## src/rtl/ccm_pkg.sv

```systemverilog
// ----------------------------------------------------------------------------
// ccm_pkg: shared types and constants of the calendar clock
// Request and time structs, command and status codes, calendar constants and
// the month length and leap year helpers.
// ----------------------------------------------------------------------------
`default_nettype none

package ccm_pkg;

  typedef enum logic {
    CmdTick = 1'b0,
    CmdSet  = 1'b1
  } ccm_cmd_e;

  typedef enum logic [1:0] {
    StTickDone = 2'd0,
    StSetOk    = 2'd1,
    StSetBad   = 2'd2
  } ccm_status_e;

  typedef struct packed {
    ccm_cmd_e   cmd;
    logic [9:0] elapsed_ms;
    logic [13:0] set_year;
    logic [6:0] set_month;
    logic [6:0] set_day;
    logic [6:0] set_hour;
    logic [6:0] set_minute;
    logic [6:0] set_second;
  } ccm_req_t;

  typedef struct packed {
    logic [13:0] year;
    logic [3:0]  month;
    logic [4:0]  day;
    logic [4:0]  hour;
    logic [5:0]  minute;
    logic [5:0]  second;
    logic [9:0]  millis;
  } ccm_time_t;

  localparam logic [9:0]  ElapsedMax = 10'd999;
  localparam logic [10:0] MsPerSec   = 11'd1000;
  localparam logic [5:0]  SecMax     = 6'd59;
  localparam logic [5:0]  MinMax     = 6'd59;
  localparam logic [4:0]  HourMax    = 5'd23;
  localparam logic [3:0]  MonthMax   = 4'd12;
  localparam logic [3:0]  MonthFeb   = 4'd2;
  localparam logic [13:0] YearMax    = 14'd9999;

  // y divisible by 25 iff y * inv(25) mod 2^16 <= (2^16 - 1) / 25
  localparam logic [15:0] Inv25      = 16'd23593;
  localparam logic [15:0] Div25Lim   = 16'd2621;

  localparam logic [4:0] MonthLen [16] = '{
    5'd30, 5'd31, 5'd28, 5'd31, 5'd30, 5'd31, 5'd30, 5'd31,
    5'd31, 5'd30, 5'd31, 5'd30, 5'd31, 5'd30, 5'd30, 5'd30
  };

  localparam ccm_time_t ResetTime = '{
    year:   14'd2026,
    month:  4'd4,
    day:    5'd22,
    hour:   5'd16,
    minute: 6'd0,
    second: 6'd0,
    millis: 10'd0
  };

  function automatic logic is_leap(input logic [13:0] y);
    logic [15:0] prod;
    logic        div25;
    prod  = {2'b00, y} * Inv25;
    div25 = (prod <= Div25Lim);
    // century years need divisibility by 16 as well (400 = 16 * 25)
    return (y[1:0] == 2'b00) && (!div25 || (y[3:0] == 4'b0000));
  endfunction

  function automatic logic [4:0] days_in(input logic [13:0] y, input logic [3:0] m);
    logic [4:0] len;
    if (m == MonthFeb) begin
      len = is_leap(y) ? 5'd29 : 5'd28;
    end else begin
      len = MonthLen[m];
    end
    return len;
  endfunction

endpackage

`default_nettype wire

```

## src/rtl/ccm_in_stage.sv

```systemverilog
// ----------------------------------------------------------------------------
// ccm_in_stage: input register of the calendar clock
// Captures one request and holds it until the update stage takes it.
// ----------------------------------------------------------------------------
`default_nettype none

module ccm_in_stage (
  input  wire                clk_i,
  input  wire                rst_ni,
  input  wire                in_valid_i,
  output logic               in_ready_o,
  input  ccm_pkg::ccm_req_t  req_i,
  input  wire                take_i,
  output logic               valid_o,
  output ccm_pkg::ccm_req_t  req_o
);

  logic              valid_d, valid_q;
  ccm_pkg::ccm_req_t req_q;
  logic              load;

  assign in_ready_o = !valid_q || take_i;
  assign load       = in_valid_i && in_ready_o;

  always_comb begin
    valid_d = valid_q;
    if (load) begin
      valid_d = 1'b1;
    end else if (take_i) begin
      valid_d = 1'b0;
    end
  end

  always_ff @(posedge clk_i or negedge rst_ni) begin
    if (!rst_ni) begin
      valid_q <= 1'b0;
    end else begin
      valid_q <= valid_d;
    end
  end

  always_ff @(posedge clk_i) begin
    if (load) begin
      req_q <= req_i;
    end
  end

  assign valid_o = valid_q;
  assign req_o   = req_q;

endmodule

`default_nettype wire

```

## src/rtl/ccm_next.sv

```systemverilog
// ----------------------------------------------------------------------------
// ccm_next: next clock value for one request
// Millisecond accumulate with one-second ripple through the calendar, or a
// checked load of a new date and time.
// ----------------------------------------------------------------------------
`default_nettype none

module ccm_next (
  input  ccm_pkg::ccm_time_t   cur_i,
  input  ccm_pkg::ccm_req_t    req_i,
  output ccm_pkg::ccm_time_t   nxt_o,
  output ccm_pkg::ccm_status_e status_o
);

  logic [9:0]  elapsed;
  logic [10:0] ms_sum;
  logic        carry;
  logic [9:0]  ms_new;
  logic [4:0]  cur_dim;
  logic [4:0]  set_dim;
  logic        set_ok;

  // out-of-range elapsed values saturate
  assign elapsed = (req_i.elapsed_ms > ccm_pkg::ElapsedMax) ? ccm_pkg::ElapsedMax
                                                             : req_i.elapsed_ms;
  assign ms_sum  = {1'b0, cur_i.millis} + {1'b0, elapsed};
  assign carry   = (ms_sum >= ccm_pkg::MsPerSec);
  assign ms_new  = carry ? 10'(ms_sum - ccm_pkg::MsPerSec) : ms_sum[9:0];

  assign cur_dim = ccm_pkg::days_in(cur_i.year, cur_i.month);
  assign set_dim = ccm_pkg::days_in(req_i.set_year, req_i.set_month[3:0]);

  assign set_ok = (req_i.set_year <= ccm_pkg::YearMax)
               && (req_i.set_month >= 7'd1)
               && (req_i.set_month <= 7'(ccm_pkg::MonthMax))
               && (req_i.set_day >= 7'd1)
               && (req_i.set_day <= {2'b00, set_dim})
               && (req_i.set_hour <= 7'(ccm_pkg::HourMax))
               && (req_i.set_minute <= 7'(ccm_pkg::MinMax))
               && (req_i.set_second <= 7'(ccm_pkg::SecMax));

  always_comb begin
    nxt_o    = cur_i;
    status_o = ccm_pkg::StTickDone;
    if (req_i.cmd == ccm_pkg::CmdTick) begin
      nxt_o.millis = ms_new;
      if (carry) begin
        if (cur_i.second >= ccm_pkg::SecMax) begin
          nxt_o.second = 6'd0;
          if (cur_i.minute >= ccm_pkg::MinMax) begin
            nxt_o.minute = 6'd0;
            if (cur_i.hour >= ccm_pkg::HourMax) begin
              nxt_o.hour = 5'd0;
              if (cur_i.day >= cur_dim) begin
                nxt_o.day = 5'd1;
                if (cur_i.month >= ccm_pkg::MonthMax) begin
                  nxt_o.month = 4'd1;
                  nxt_o.year  = (cur_i.year >= ccm_pkg::YearMax) ? 14'd0
                                                                 : cur_i.year + 14'd1;
                end else begin
                  nxt_o.month = cur_i.month + 4'd1;
                end
              end else begin
                nxt_o.day = cur_i.day + 5'd1;
              end
            end else begin
              nxt_o.hour = cur_i.hour + 5'd1;
            end
          end else begin
            nxt_o.minute = cur_i.minute + 6'd1;
          end
        end else begin
          nxt_o.second = cur_i.second + 6'd1;
        end
      end
    end else if (set_ok) begin
      nxt_o.year   = req_i.set_year;
      nxt_o.month  = req_i.set_month[3:0];
      nxt_o.day    = req_i.set_day[4:0];
      nxt_o.hour   = req_i.set_hour[4:0];
      nxt_o.minute = req_i.set_minute[5:0];
      nxt_o.second = req_i.set_second[5:0];
      nxt_o.millis = 10'd0;
      status_o     = ccm_pkg::StSetOk;
    end else begin
      status_o     = ccm_pkg::StSetBad;
    end
  end

endmodule

`default_nettype wire

```

## src/rtl/calendar_clock_ms_tick.sv

```systemverilog
// ----------------------------------------------------------------------------
// calendar_clock_ms_tick: Gregorian real-time calendar clock
// Millisecond tick accumulation with calendar rollover and checked time set.
// ----------------------------------------------------------------------------
// One request per clock cycle is sustained while the result channel is not stalled.
// A request is held in the input register; the clock update and the write
// of the result register follow once the result register is empty or being
// drained. The combinational ripple from seconds through years, including
// the leap year test, sets the cycle time. Reset starts the clock at
// 2026-04-22 16:00:00.000 and needs no clearing time.
`default_nettype none

module calendar_clock_ms_tick (
  input  wire         clk_i,
  input  wire         rst_ni,
  input  wire         in_valid_i,
  output logic        in_ready_o,
  input  wire         cmd_i,
  input  wire  [9:0]  elapsed_ms_i,
  input  wire  [13:0] set_year_i,
  input  wire  [6:0]  set_month_i,
  input  wire  [6:0]  set_day_i,
  input  wire  [6:0]  set_hour_i,
  input  wire  [6:0]  set_minute_i,
  input  wire  [6:0]  set_second_i,
  output logic        out_valid_o,
  input  wire         out_ready_i,
  output logic [13:0] year_o,
  output logic [3:0]  month_o,
  output logic [4:0]  day_o,
  output logic [4:0]  hour_o,
  output logic [5:0]  minute_o,
  output logic [5:0]  second_o,
  output logic [9:0]  millis_o,
  output logic [1:0]  status_o
);

  ccm_pkg::ccm_req_t    req_in;
  ccm_pkg::ccm_req_t    req_q;
  logic                 req_valid;
  logic                 advance;
  logic                 fire;
  ccm_pkg::ccm_time_t   state_d, state_q;
  ccm_pkg::ccm_status_e status_d;
  ccm_pkg::ccm_time_t   res_time_q;
  ccm_pkg::ccm_status_e res_status_q;
  logic                 out_valid_d, out_valid_q;

  assign req_in = '{
    cmd:        ccm_pkg::ccm_cmd_e'(cmd_i),
    elapsed_ms: elapsed_ms_i,
    set_year:   set_year_i,
    set_month:  set_month_i,
    set_day:    set_day_i,
    set_hour:   set_hour_i,
    set_minute: set_minute_i,
    set_second: set_second_i
  };

  // result register frees up when empty or being drained
  assign advance = !out_valid_q || out_ready_i;
  assign fire    = req_valid && advance;

  ccm_in_stage u_in_stage (
    .clk_i      (clk_i),
    .rst_ni     (rst_ni),
    .in_valid_i (in_valid_i),
    .in_ready_o (in_ready_o),
    .req_i      (req_in),
    .take_i     (fire),
    .valid_o    (req_valid),
    .req_o      (req_q)
  );

  ccm_next u_next (
    .cur_i    (state_q),
    .req_i    (req_q),
    .nxt_o    (state_d),
    .status_o (status_d)
  );

  always_comb begin
    out_valid_d = out_valid_q;
    if (fire) begin
      out_valid_d = 1'b1;
    end else if (out_ready_i) begin
      out_valid_d = 1'b0;
    end
  end

  always_ff @(posedge clk_i or negedge rst_ni) begin
    if (!rst_ni) begin
      state_q     <= ccm_pkg::ResetTime;
      out_valid_q <= 1'b0;
    end else begin
      out_valid_q <= out_valid_d;
      if (fire) begin
        state_q <= state_d;
      end
    end
  end

  always_ff @(posedge clk_i) begin
    if (fire) begin
      res_time_q   <= state_d;
      res_status_q <= status_d;
    end
  end

  assign out_valid_o = out_valid_q;
  assign year_o      = res_time_q.year;
  assign month_o     = res_time_q.month;
  assign day_o       = res_time_q.day;
  assign hour_o      = res_time_q.hour;
  assign minute_o    = res_time_q.minute;
  assign second_o    = res_time_q.second;
  assign millis_o    = res_time_q.millis;
  assign status_o    = res_status_q;

endmodule

`default_nettype wire

```

## config.mk

```make
export PLATFORM = sky130hd
export DESIGN_NAME = calendar_clock_ms_tick
export DESIGN_NICKNAME = d
export VERILOG_FILES = /design/src/rtl/ccm_pkg.sv /design/src/rtl/ccm_in_stage.sv /design/src/rtl/ccm_next.sv /design/src/rtl/calendar_clock_ms_tick.sv
export SDC_FILE = /design/constraint.sdc
export NUM_CORES = 1
export LEC_CHECK = 0
export ABC_AREA = 1
export BUFFER_PORTS_ARGS = -buffer_cell sky130_fd_sc_hd__buf_2
export CORE_ASPECT_RATIO = 0.6
export CORE_UTILIZATION = 55
export DETAILED_ROUTE_END_ITERATION = 8
export GPL_TIMING_DRIVEN = 0
export PLACE_DENSITY = 0.73
export RECOVER_POWER = 25
export SYNTH_ARGS = -nofsm -noshare
export SYNTH_HDL_FRONTEND = slang
export SYNTH_SLANG_ARGS = --single-unit
```

## constraint.sdc

```tcl
create_clock -name clk_i -period 8.4 [get_ports clk_i]
set_clock_uncertainty 0.15 [all_clocks]
set_input_delay 1.68 -clock clk_i [delete_from_list [all_inputs] [get_ports clk_i]]
set_output_delay 1.68 -clock clk_i [all_outputs]
set_load 0.02 [all_outputs]
```

# Yosys cells after proc, flatten, opt, wreduce, memory -nomap -nowiden
# Memories as Yosys holds them, arrays and structs flattened.
# Cells that the tools add are included.
[op_classes] n_eq_ne=2 n_bitwise=2 order_cmp=20 mul=2 n_reduce_logical=25 add_sub_neg=8 muxes=29
[ops] cell="$mux W50" n=2
[ops] cell="$mux W40" n=1
[ops] cell="$mux W5" n=8
[ops] cell="$mux W34" n=1
[ops] cell="$le A16 B12 Y1 const B" n=2
[ops] cell="$mul A14 B15 Y16 const B" n=2
[ops] cell="$mux W14" n=2
[ops] cell="$mux W28" n=1
[ops] cell="$mux W23" n=1
[ops] cell="$mux W10" n=2
[ops] cell="$mux W18" n=1
[ops] cell="$ge A5 B5 Y1 const B" n=3
[ops] cell="$add A14 B1 Y14 const B" n=1
[ops] cell="$ge A14 B14 Y1 const B" n=1
[ops] cell="$ge A7 B1 Y1 const B" n=2
[ops] cell="$le A14 B14 Y1 const B" n=1
[ops] cell="$le A7 B6 Y1 const B" n=2
[ops] cell="$add A6 B1 Y6 const B" n=2
[ops] cell="$ge A6 B6 Y1 const B" n=2
[ops] cell="$mux W6" n=2
[ops] cell="$add A10 B10 Y11" n=1
[ops] cell="$ge A11 B10 Y1 const B" n=1
[ops] cell="$logic_and A1 B1 Y1" n=11
[ops] cell="$add A5 B1 Y5 const B" n=2
[ops] cell="18 further kinds" n=34
[word_totals] input_bits=64 out_inout_bits=54 regBits=164 n_memories=2 romBits=160 word_cells=115
[memory_table] name="(name not given)" depth=16 word_bits=5 rd=1 rd_ports_with_merged_regs=0 write_ports=0 line_no="ccm_pkg.sv:84" source="len = MonthLen[m];"
[memory_table] name="(name not given)" depth=16 word_bits=5 rd=1 rd_ports_with_merged_regs=0 write_ports=0 line_no="ccm_pkg.sv:84"

# Longest topological paths before layout
# Gate-level depths: netlist (run 1).
[logic_depth] depth_word=14 ltp_mapped=43 depth_no_buf=42

# Cells and area by module
# A second synthesis (run 1) with hierarchy kept.
[hier_totals] hier_cells=1520 hier_area_um2=12408.2
[modules_own_cells] module="ccm_next" area_per_inst_um2=6934.2 cells_per_inst=1180 seq_area_each_um2=0.0 instances=1
[modules_own_cells] module="calendar_clock_ms_tick" area_per_inst_um2=3627.2 cells_per_inst=274 seq_area_each_um2=2854.0 instances=1
[modules_own_cells] module="ccm_in_stage" area_per_inst_um2=1846.8 cells_per_inst=66 seq_area_each_um2=1826.8 instances=1

# Worst setup path before layout (run 1)
# No wires, ideal clock.
[synth_timing] path_kind="reg-to-reg" start="reg, netlist name u_in_stage.req_o[37]" end="reg state_q[41] (netlist name)" stages_incl_launch_ff=30 slack_ps=2380 path_buffers=1 arrival_ps=5803 synth_period_minus_slack_ps=6020 setup_ps=67 path_cell_list="edfxtp_1 > inv_1 > fa_1 > inv_1 > ha_1 > ha_1 > inv_1 > fa_1 > inv_1 > fa_1 > fa_1 > ha_1 > a21oi_1 > o31a_1 > nand3_1 > or2_2 > nand3_1 > nand2_1 > a21oi_1 > ha_1 > a21oi_1 > a41oi_1 > a31oi_1 > clkbuf_1 > nand2_1 > nand2_1 > inv_1 > nand2_1 > nand2_1 > nand2_1"
[synth_rtl] item="end signal: assignment" line_no="calendar_clock_ms_tick.sv:93" source="state_q <= ccm_pkg::ResetTime;"
[synth_rtl] item="end signal: assignment" line_no="calendar_clock_ms_tick.sv:98" source="state_q <= state_d;"
[synth_rtl] item="end: declaration" line_no="calendar_clock_ms_tick.sv:43" source="ccm_pkg::ccm_time_t state_d, state_q;"

==> results.sh, run 1 <==
export IMPL_status="finished with violations"
export IMPL_violations="max-capacitance violations, max-slew violations"
export IMPL_synth_edf_count=112
export IMPL_cts_root_buf="clkbuf_16"
export IMPL_final_nets=1970
export IMPL_met1_length_um=17200
export IMPL_ys_seq_elements=164
export IMPL_hp_start="state_q[26]"
export IMPL_num_rows=42
export IMPL_clockBufferDepth=2
export IMPL_power_frac_clock_pct=23.1
export IMPL_r2r_cells=29
export IMPL_finalCriticalPeriod_ns=7.30
export IMPL_drt_vias_per_instance=5.45
export IMPL_area_delta_synth_final_pct=13.0
export IMPL_hold_end="state_q[26]"
export IMPL_htree_levels=4
export IMPL_max_slew_margin_pct=-108
export IMPL_antenna_found_initial=0
export IMPL_synth_seq_area_share_pct=37.2
export IMPL_syn_area_um2=12600
export IMPL_ant_nets=0
export IMPL_ir_drop_mv=0.238
export IMPL_cts_buffers=17
export IMPL_hp_class="flop to flop"
export IMPL_wl_met2_um=12700
export IMPL_die_width_um=197
export IMPL_met3_length_um=4510
export IMPL_ys_async_sr_fraction_pct=31.7
export IMPL_crit_path_start_kind="flop"
export IMPL_slowest_stage="fa_1"
export IMPL_p_switching_mw=1.46
export IMPL_worstHoldPathCells=2
export IMPL_track_usage_pct=31.2
export IMPL_min_period_over_period_pct=86.9
export IMPL_criticalPathCategory="flop to flop"
export IMPL_cts_clk_slew_worst_paths_ns=0.08
export IMPL_clock_latency_ns=0.45
export IMPL_die_area_um2=23500
export IMPL_dp_cells=2030
export IMPL_ctsResizeCount=0
export IMPL_power_internal_mw=1.97
export IMPL_wl_um=34800
export IMPL_tns_ns=0
export IMPL_hpwlAfterDp_um=27300
export IMPL_final_core_utilization_pct=63.9
export IMPL_postCtsSetupRepairBufs=0
export IMPL_r2r_end="state_q[20]"
export IMPL_maxCapViolCount=1
export IMPL_cts_tree="yes"
export IMPL_route_detailed_drc=0
export IMPL_rsz0062_at_grt="no"
export IMPL_postSynthCellCount=1602
export IMPL_p_per_area_nw_per_um2=241
export IMPL_drt_iter0_drc=1322
export IMPL_syn_num_nets=1831
export IMPL_required_ns=8.62
export IMPL_power_frac_seq_pct=32.4
export IMPL_via_count=11235
export IMPL_numPortBuffers=117
export IMPL_holdBufCountCts=0
export IMPL_start_util_pct=56.6
export IMPL_synth_flop_cell="edfxtp_1"
export IMPL_final_common_cell="nand2_1"
export IMPL_grt_pass1_wl_um=55800
export IMPL_routedWlPerCell_um=16.9
export IMPL_cp_end_kind="flop"
export IMPL_final_cells=2062
export IMPL_r2r_start="u_in_stage.req_o[37]"
export IMPL_synth_avg_cell_area_um2=7.85
export IMPL_first_pass_iters=6
export IMPL_chipHeight_um=119
export IMPL_leakage_nw=7.26
export IMPL_stdcell_area_um2=14200
export IMPL_slew_violations=53
export IMPL_path_max_fanout=10
export IMPL_highest_layer="met4"
export IMPL_p_sw_share_pct=42.6
export IMPL_power_total_mw=3.42
export IMPL_cp_arrival_ns=7.52
export IMPL_grt_pass1_vias=10375
export IMPL_clock_sinks=164
export IMPL_fp_coreArea_um2=22200
export IMPL_slowest_delay_ns=0.59
export IMPL_antennaDiodeCount=0
export IMPL_overflow=0
export IMPL_place_congestion=0.968
export IMPL_ys_types=46
export IMPL_hold_viol=0
export IMPL_drive_gt1_share_pct=11.8
export IMPL_ioPinCount=118
export IMPL_pwr_share_comb_pct=44.5
export IMPL_r2r_slack_ns=1.10
export IMPL_placed_cell_area_um2=13600
export IMPL_grt_max_degree=53
export IMPL_synth_warnings=0
export IMPL_fmax_ghz=0.137
export IMPL_setup_violations=0
export IMPL_tightest_slew_ns=3.12
export IMPL_final_cell_mix="nand2_1 (593), inv_1 (216), nand3_1 (131), ha_1 (130), buf_2 (117)"
==> synth_stat cells, types with 2 or more instances <==
master / number / area, um2
xor2_1: 19 / 166
edfxtp_1: 112 / 3360
ha_1: 130 / 1630
a21oi_1: 28 / 140
nor4_1: 4 / 25.0
buf_2: 5 / 25.0
nor3_2: 2 / 20.0
o21ai_0: 46 / 230
nor3_1: 8 / 40.0
buf_6: 2 / 22.5
nand2_1: 593 / 2230
dfrtp_1: 39 / 976
o21bai_1: 3 / 22.5
buf_1: 6 / 22.5
nand2_2: 4 / 25.0
dfstp_2: 13 / 342
fa_1: 35 / 701
nor2_4: 4 / 45.0
buf_4: 5 / 37.5
inv_1: 217 / 815
clkbuf_1: 27 / 101
xnor2_1: 20 / 175
nand3b_1: 4 / 30.0
o211ai_1: 3 / 22.5
or2_2: 7 / 43.8
nor2_1: 70 / 263
nand3_1: 131 / 656
nor2_2: 2 / 12.5
a22o_1: 2 / 17.5
a31oi_1: 5 / 31.3
nand4_1: 22 / 138
o21ai_1: 11 / 55.1
inv_2: 10 / 37.5
==> kinds of logic (layout without fill, tap and decap cells) <==
logic type	count (synthesis)	in the layout	synth area share (%)
simple gates	855	855	28.4
buf+inv	273	425	8.46
compound gates	106	106	4.66
flops	164	164	37.2
xor+xnor	39	39	2.72
fa+ha+maj	165	165	18.5
==> layer usage <==
layer,vias to the layer above,global-route usage (%)
met3,36,10.4
met5,-,0
li1,5416,-
met4,0,6.73
met1,5167,50.2
met2,616,39.3
==> critical path: cells and delay by family, from the launching register on <==
family | cells | cell delay, ns
buffers and inverters | 6 | 0.84
and+or+nand+nor | 8 | 0.98
adders and majority gates | 8 | 3.24
DFF | 1 | 0.57
AOI/OAI and AO/OA | 7 | 1.41
==> state kept, by name, indices dropped and copies added, names as in the netlist, 2 cells and up <==
signal / count
millis_o: 10
minute_o: 6
year_o: 14
status_o: 2
day_o: 5
second_o: 6
u_in_stage.req_o: 60
hour_o: 5
state_q: 50
month_o: 4
==> final cells by class <==
type                       count  area [um2]
fill                        1909        8020
inverter                     228         856
timing repair buffer         120         653
multi-input combinational   1165        6830
sequential                   164        4680
clock buffer                  17         425
buffer                        45         210
tap                          308         385
clock inverter                15         166
==> per-stage QoR <==
step | hold slack, ns | worst slack, ns
floorplan | 0.305 | 2.38
global route | 0.359 | 0.686
finish | 0.344 | 1.10
CTS | 0.345 | 1.18
global placement | 0.313 | 1.32
detailed placement | 0.334 | 1.23
==> worst max path at each step <==
stage / slack (ns) / cells past startpoint / startpoint / to
2_1_floorplan: 2.38 / 29 / u_in_stage.req_o[37] / state_q[41]
3_3_place_gp: 1.32 / 30 / u_in_stage.req_o[37] / state_q[45]
3_5_place_dp: 1.23 / 29 / u_in_stage.req_o[37] / state_q[20]
4_1_cts: 1.18 / 29 / u_in_stage.req_o[37] / state_q[20]
5_1_grt: 0.69 / 29 / u_in_stage.req_o[37] / state_q[46]
6_report: 1.10 / 29 / u_in_stage.req_o[37] / state_q[20]
==> power by group through the flow <==
stage / clock network (mW) / logic (mW) / registers [mW]
after global routing: 0.834 / 1.70 / 1.12
after global placement: 0 / 1.43 / 1.12
after floorplan: 0 / 1.02 / 1.16
after detailed placement: 0 / 1.48 / 1.12
after CTS: 0.799 / 1.50 / 1.11
final: 0.792 / 1.52 / 1.11
Power figures use the tool's default switching activity.
==> run 2, diff against run 1 <==
Clock period 8.4 ns to 7.7 ns, I/O delays scaled along.
==> results.sh, run 2 (same netlist as run 1, synthesis figures left out) <==
export IMPL_cts_clk_slew_worst_paths_ns=0.08
export IMPL_fp_coreArea_um2=22200
export IMPL_overflow=0
export IMPL_route_detailed_drc=0
export IMPL_antennaDiodeCount=0
export IMPL_hpwlAfterDp_um=27300
export IMPL_grt_pass1_wl_um=55800
export IMPL_rsz0062_at_grt="no"
export IMPL_cts_tree="yes"
export IMPL_finalCriticalPeriod_ns=7.30
export IMPL_htree_levels=4
export IMPL_numPortBuffers=117
export IMPL_p_per_area_nw_per_um2=263
export IMPL_maxCapViolCount=1
export IMPL_die_area_um2=23500
export IMPL_clockBufferDepth=2
export IMPL_final_common_cell="nand2_1"
export IMPL_die_width_um=197
export IMPL_ant_nets=0
export IMPL_fmax_ghz=0.137
export IMPL_largest_reg_flops=60
export IMPL_wl_um=34800
export IMPL_tightest_slew_ns=3.12
export IMPL_chipHeight_um=119
export IMPL_power_total_mw=3.74
export IMPL_violations="max-capacitance violations, max-slew violations"
export IMPL_multi_input_area_um2=6830
export IMPL_hold_viol=0
export IMPL_grt_pass1_vias=10375
export IMPL_path_max_fanout=10
export IMPL_p_switching_mw=1.59
export IMPL_pwr_share_comb_pct=44.5
export IMPL_slew_violations=53
export IMPL_cts_buffers=17
export IMPL_place_congestion=0.968
export IMPL_area_delta_synth_final_pct=13.0
export IMPL_final_nets=1970
export IMPL_crit_path_start_kind="flop"
export IMPL_via_count=11219
export IMPL_start_util_pct=56.6
export IMPL_status="finished with violations"
export IMPL_required_ns=7.92
export IMPL_cts_root_buf="clkbuf_16"
export IMPL_drt_iter0_drc=1322
export IMPL_leakage_nw=7.26
export IMPL_setup_violations=0
export IMPL_routedWlPerCell_um=16.9
export IMPL_clock_sinks=164
export IMPL_drive_gt1_share_pct=11.9
export IMPL_slowest_stage="fa_1"
export IMPL_tns_ns=0
export IMPL_ioPinCount=118
export IMPL_cp_arrival_ns=7.52
export IMPL_hp_class="flop to flop"
export IMPL_holdBufCountCts=0
export IMPL_grt_max_degree=53
export IMPL_track_usage_pct=31.2
export IMPL_ir_drop_mv=0.260
export IMPL_criticalPathCategory="flop to flop"
export IMPL_antenna_found_initial=0
export IMPL_cp_end_kind="flop"
export IMPL_max_slew_margin_pct=-108
export IMPL_power_internal_mw=2.14
export IMPL_min_period_over_period_pct=94.8
export IMPL_seq_area_um2=4680
export IMPL_num_rows=42
export IMPL_p_sw_share_pct=42.6
export IMPL_fill_cells=1909
export IMPL_slowest_delay_ns=0.59
export IMPL_hold_slack_ns=0.344
export IMPL_power_frac_seq_pct=32.4
export IMPL_drt_vias_per_instance=5.44
export IMPL_clock_latency_ns=0.45
export IMPL_power_frac_clock_pct=23.1
export IMPL_final_cell_mix="nand2_1 (593), inv_1 (216), nand3_1 (131), ha_1 (130), buf_2 (117)"
export IMPL_first_pass_iters=6
-- run 2: layout make-up --
type / instances / share of cell area [%]
Multi-Input combinational cell: 1165 / 48.1
Sequential cell: 164 / 32.9
Inverter: 228 / 6.02
Timing Repair Buffer: 120 / 4.60
Clock buffer: 17 / 2.99
Tap cell: 308 / 2.71
Buffer: 45 / 1.49
Clock inverter: 15 / 1.17
-- run 2: metal layers --
metal	GRT usage, %	vias to the layer above	share of wire (%)
met5	0	-	0
met4	6.73	0	1.1
met3	10.4	35	13
met2	39.3	608	37
met1	50.2	5159	50
li1	-	5417	-
-- run 2: worst max-delay path: cells and delay by family, from the launching register on --
kind | cells | cell delay [ns]
adder cells (fa/ha/maj) | 8 | 3.24
AO/OA/AOI/OAI | 7 | 1.41
AND/OR/NAND/NOR | 8 | 0.98
buffers and inverters | 6 | 0.84
flip-flops | 1 | 0.57
-- run 2: path summary, 6_finish.rpt --
kind                                      startpoint           to  slack, ns  depth (start not counted)
worst max-delay path            u_in_stage.req_o[37]  state_q[20]       0.40                         29
worst min-delay path                     state_q[26]  state_q[26]       0.34                          2
worst max register to register  u_in_stage.req_o[37]  state_q[20]       0.40                         29
worst min register to register           state_q[26]  state_q[26]       0.34                          2
max in group asynchronous                     rst_ni  out_valid_o       3.64                          1
min in group asynchronous                     rst_ni  state_q[38]       1.96                          1
-- run 2: power by group through the flow --
stage	logic (mW)	registers, mW	clock network, mW
6_report	1.66	1.21	0.864
5_1_grt	1.86	1.22	0.910
4_1_cts	1.63	1.21	0.871
3_5_place_dp	1.62	1.22	0
3_3_place_gp	1.57	1.23	0
2_1_floorplan	1.11	1.26	0
-- run 2: timing repair --
item,in CTS,in global routing
setup endpoints to repair,0,3
hold endpoints to repair,0,0
resized for setup,0,2
setup buffers,0,0
-- run 2: through the flow --
step                worst slack (ns)  util, %  cells  area (um2)
finish                         0.401     63.9   2062       14200
global route                  0.0273     63.9   2062       14200
CTS                            0.475     64.0   2062       14200
detailed placement             0.529     61.3   2030       13600
global placement               0.618     61.0   2027       13600
floorplan                       1.68        -   1602       12600
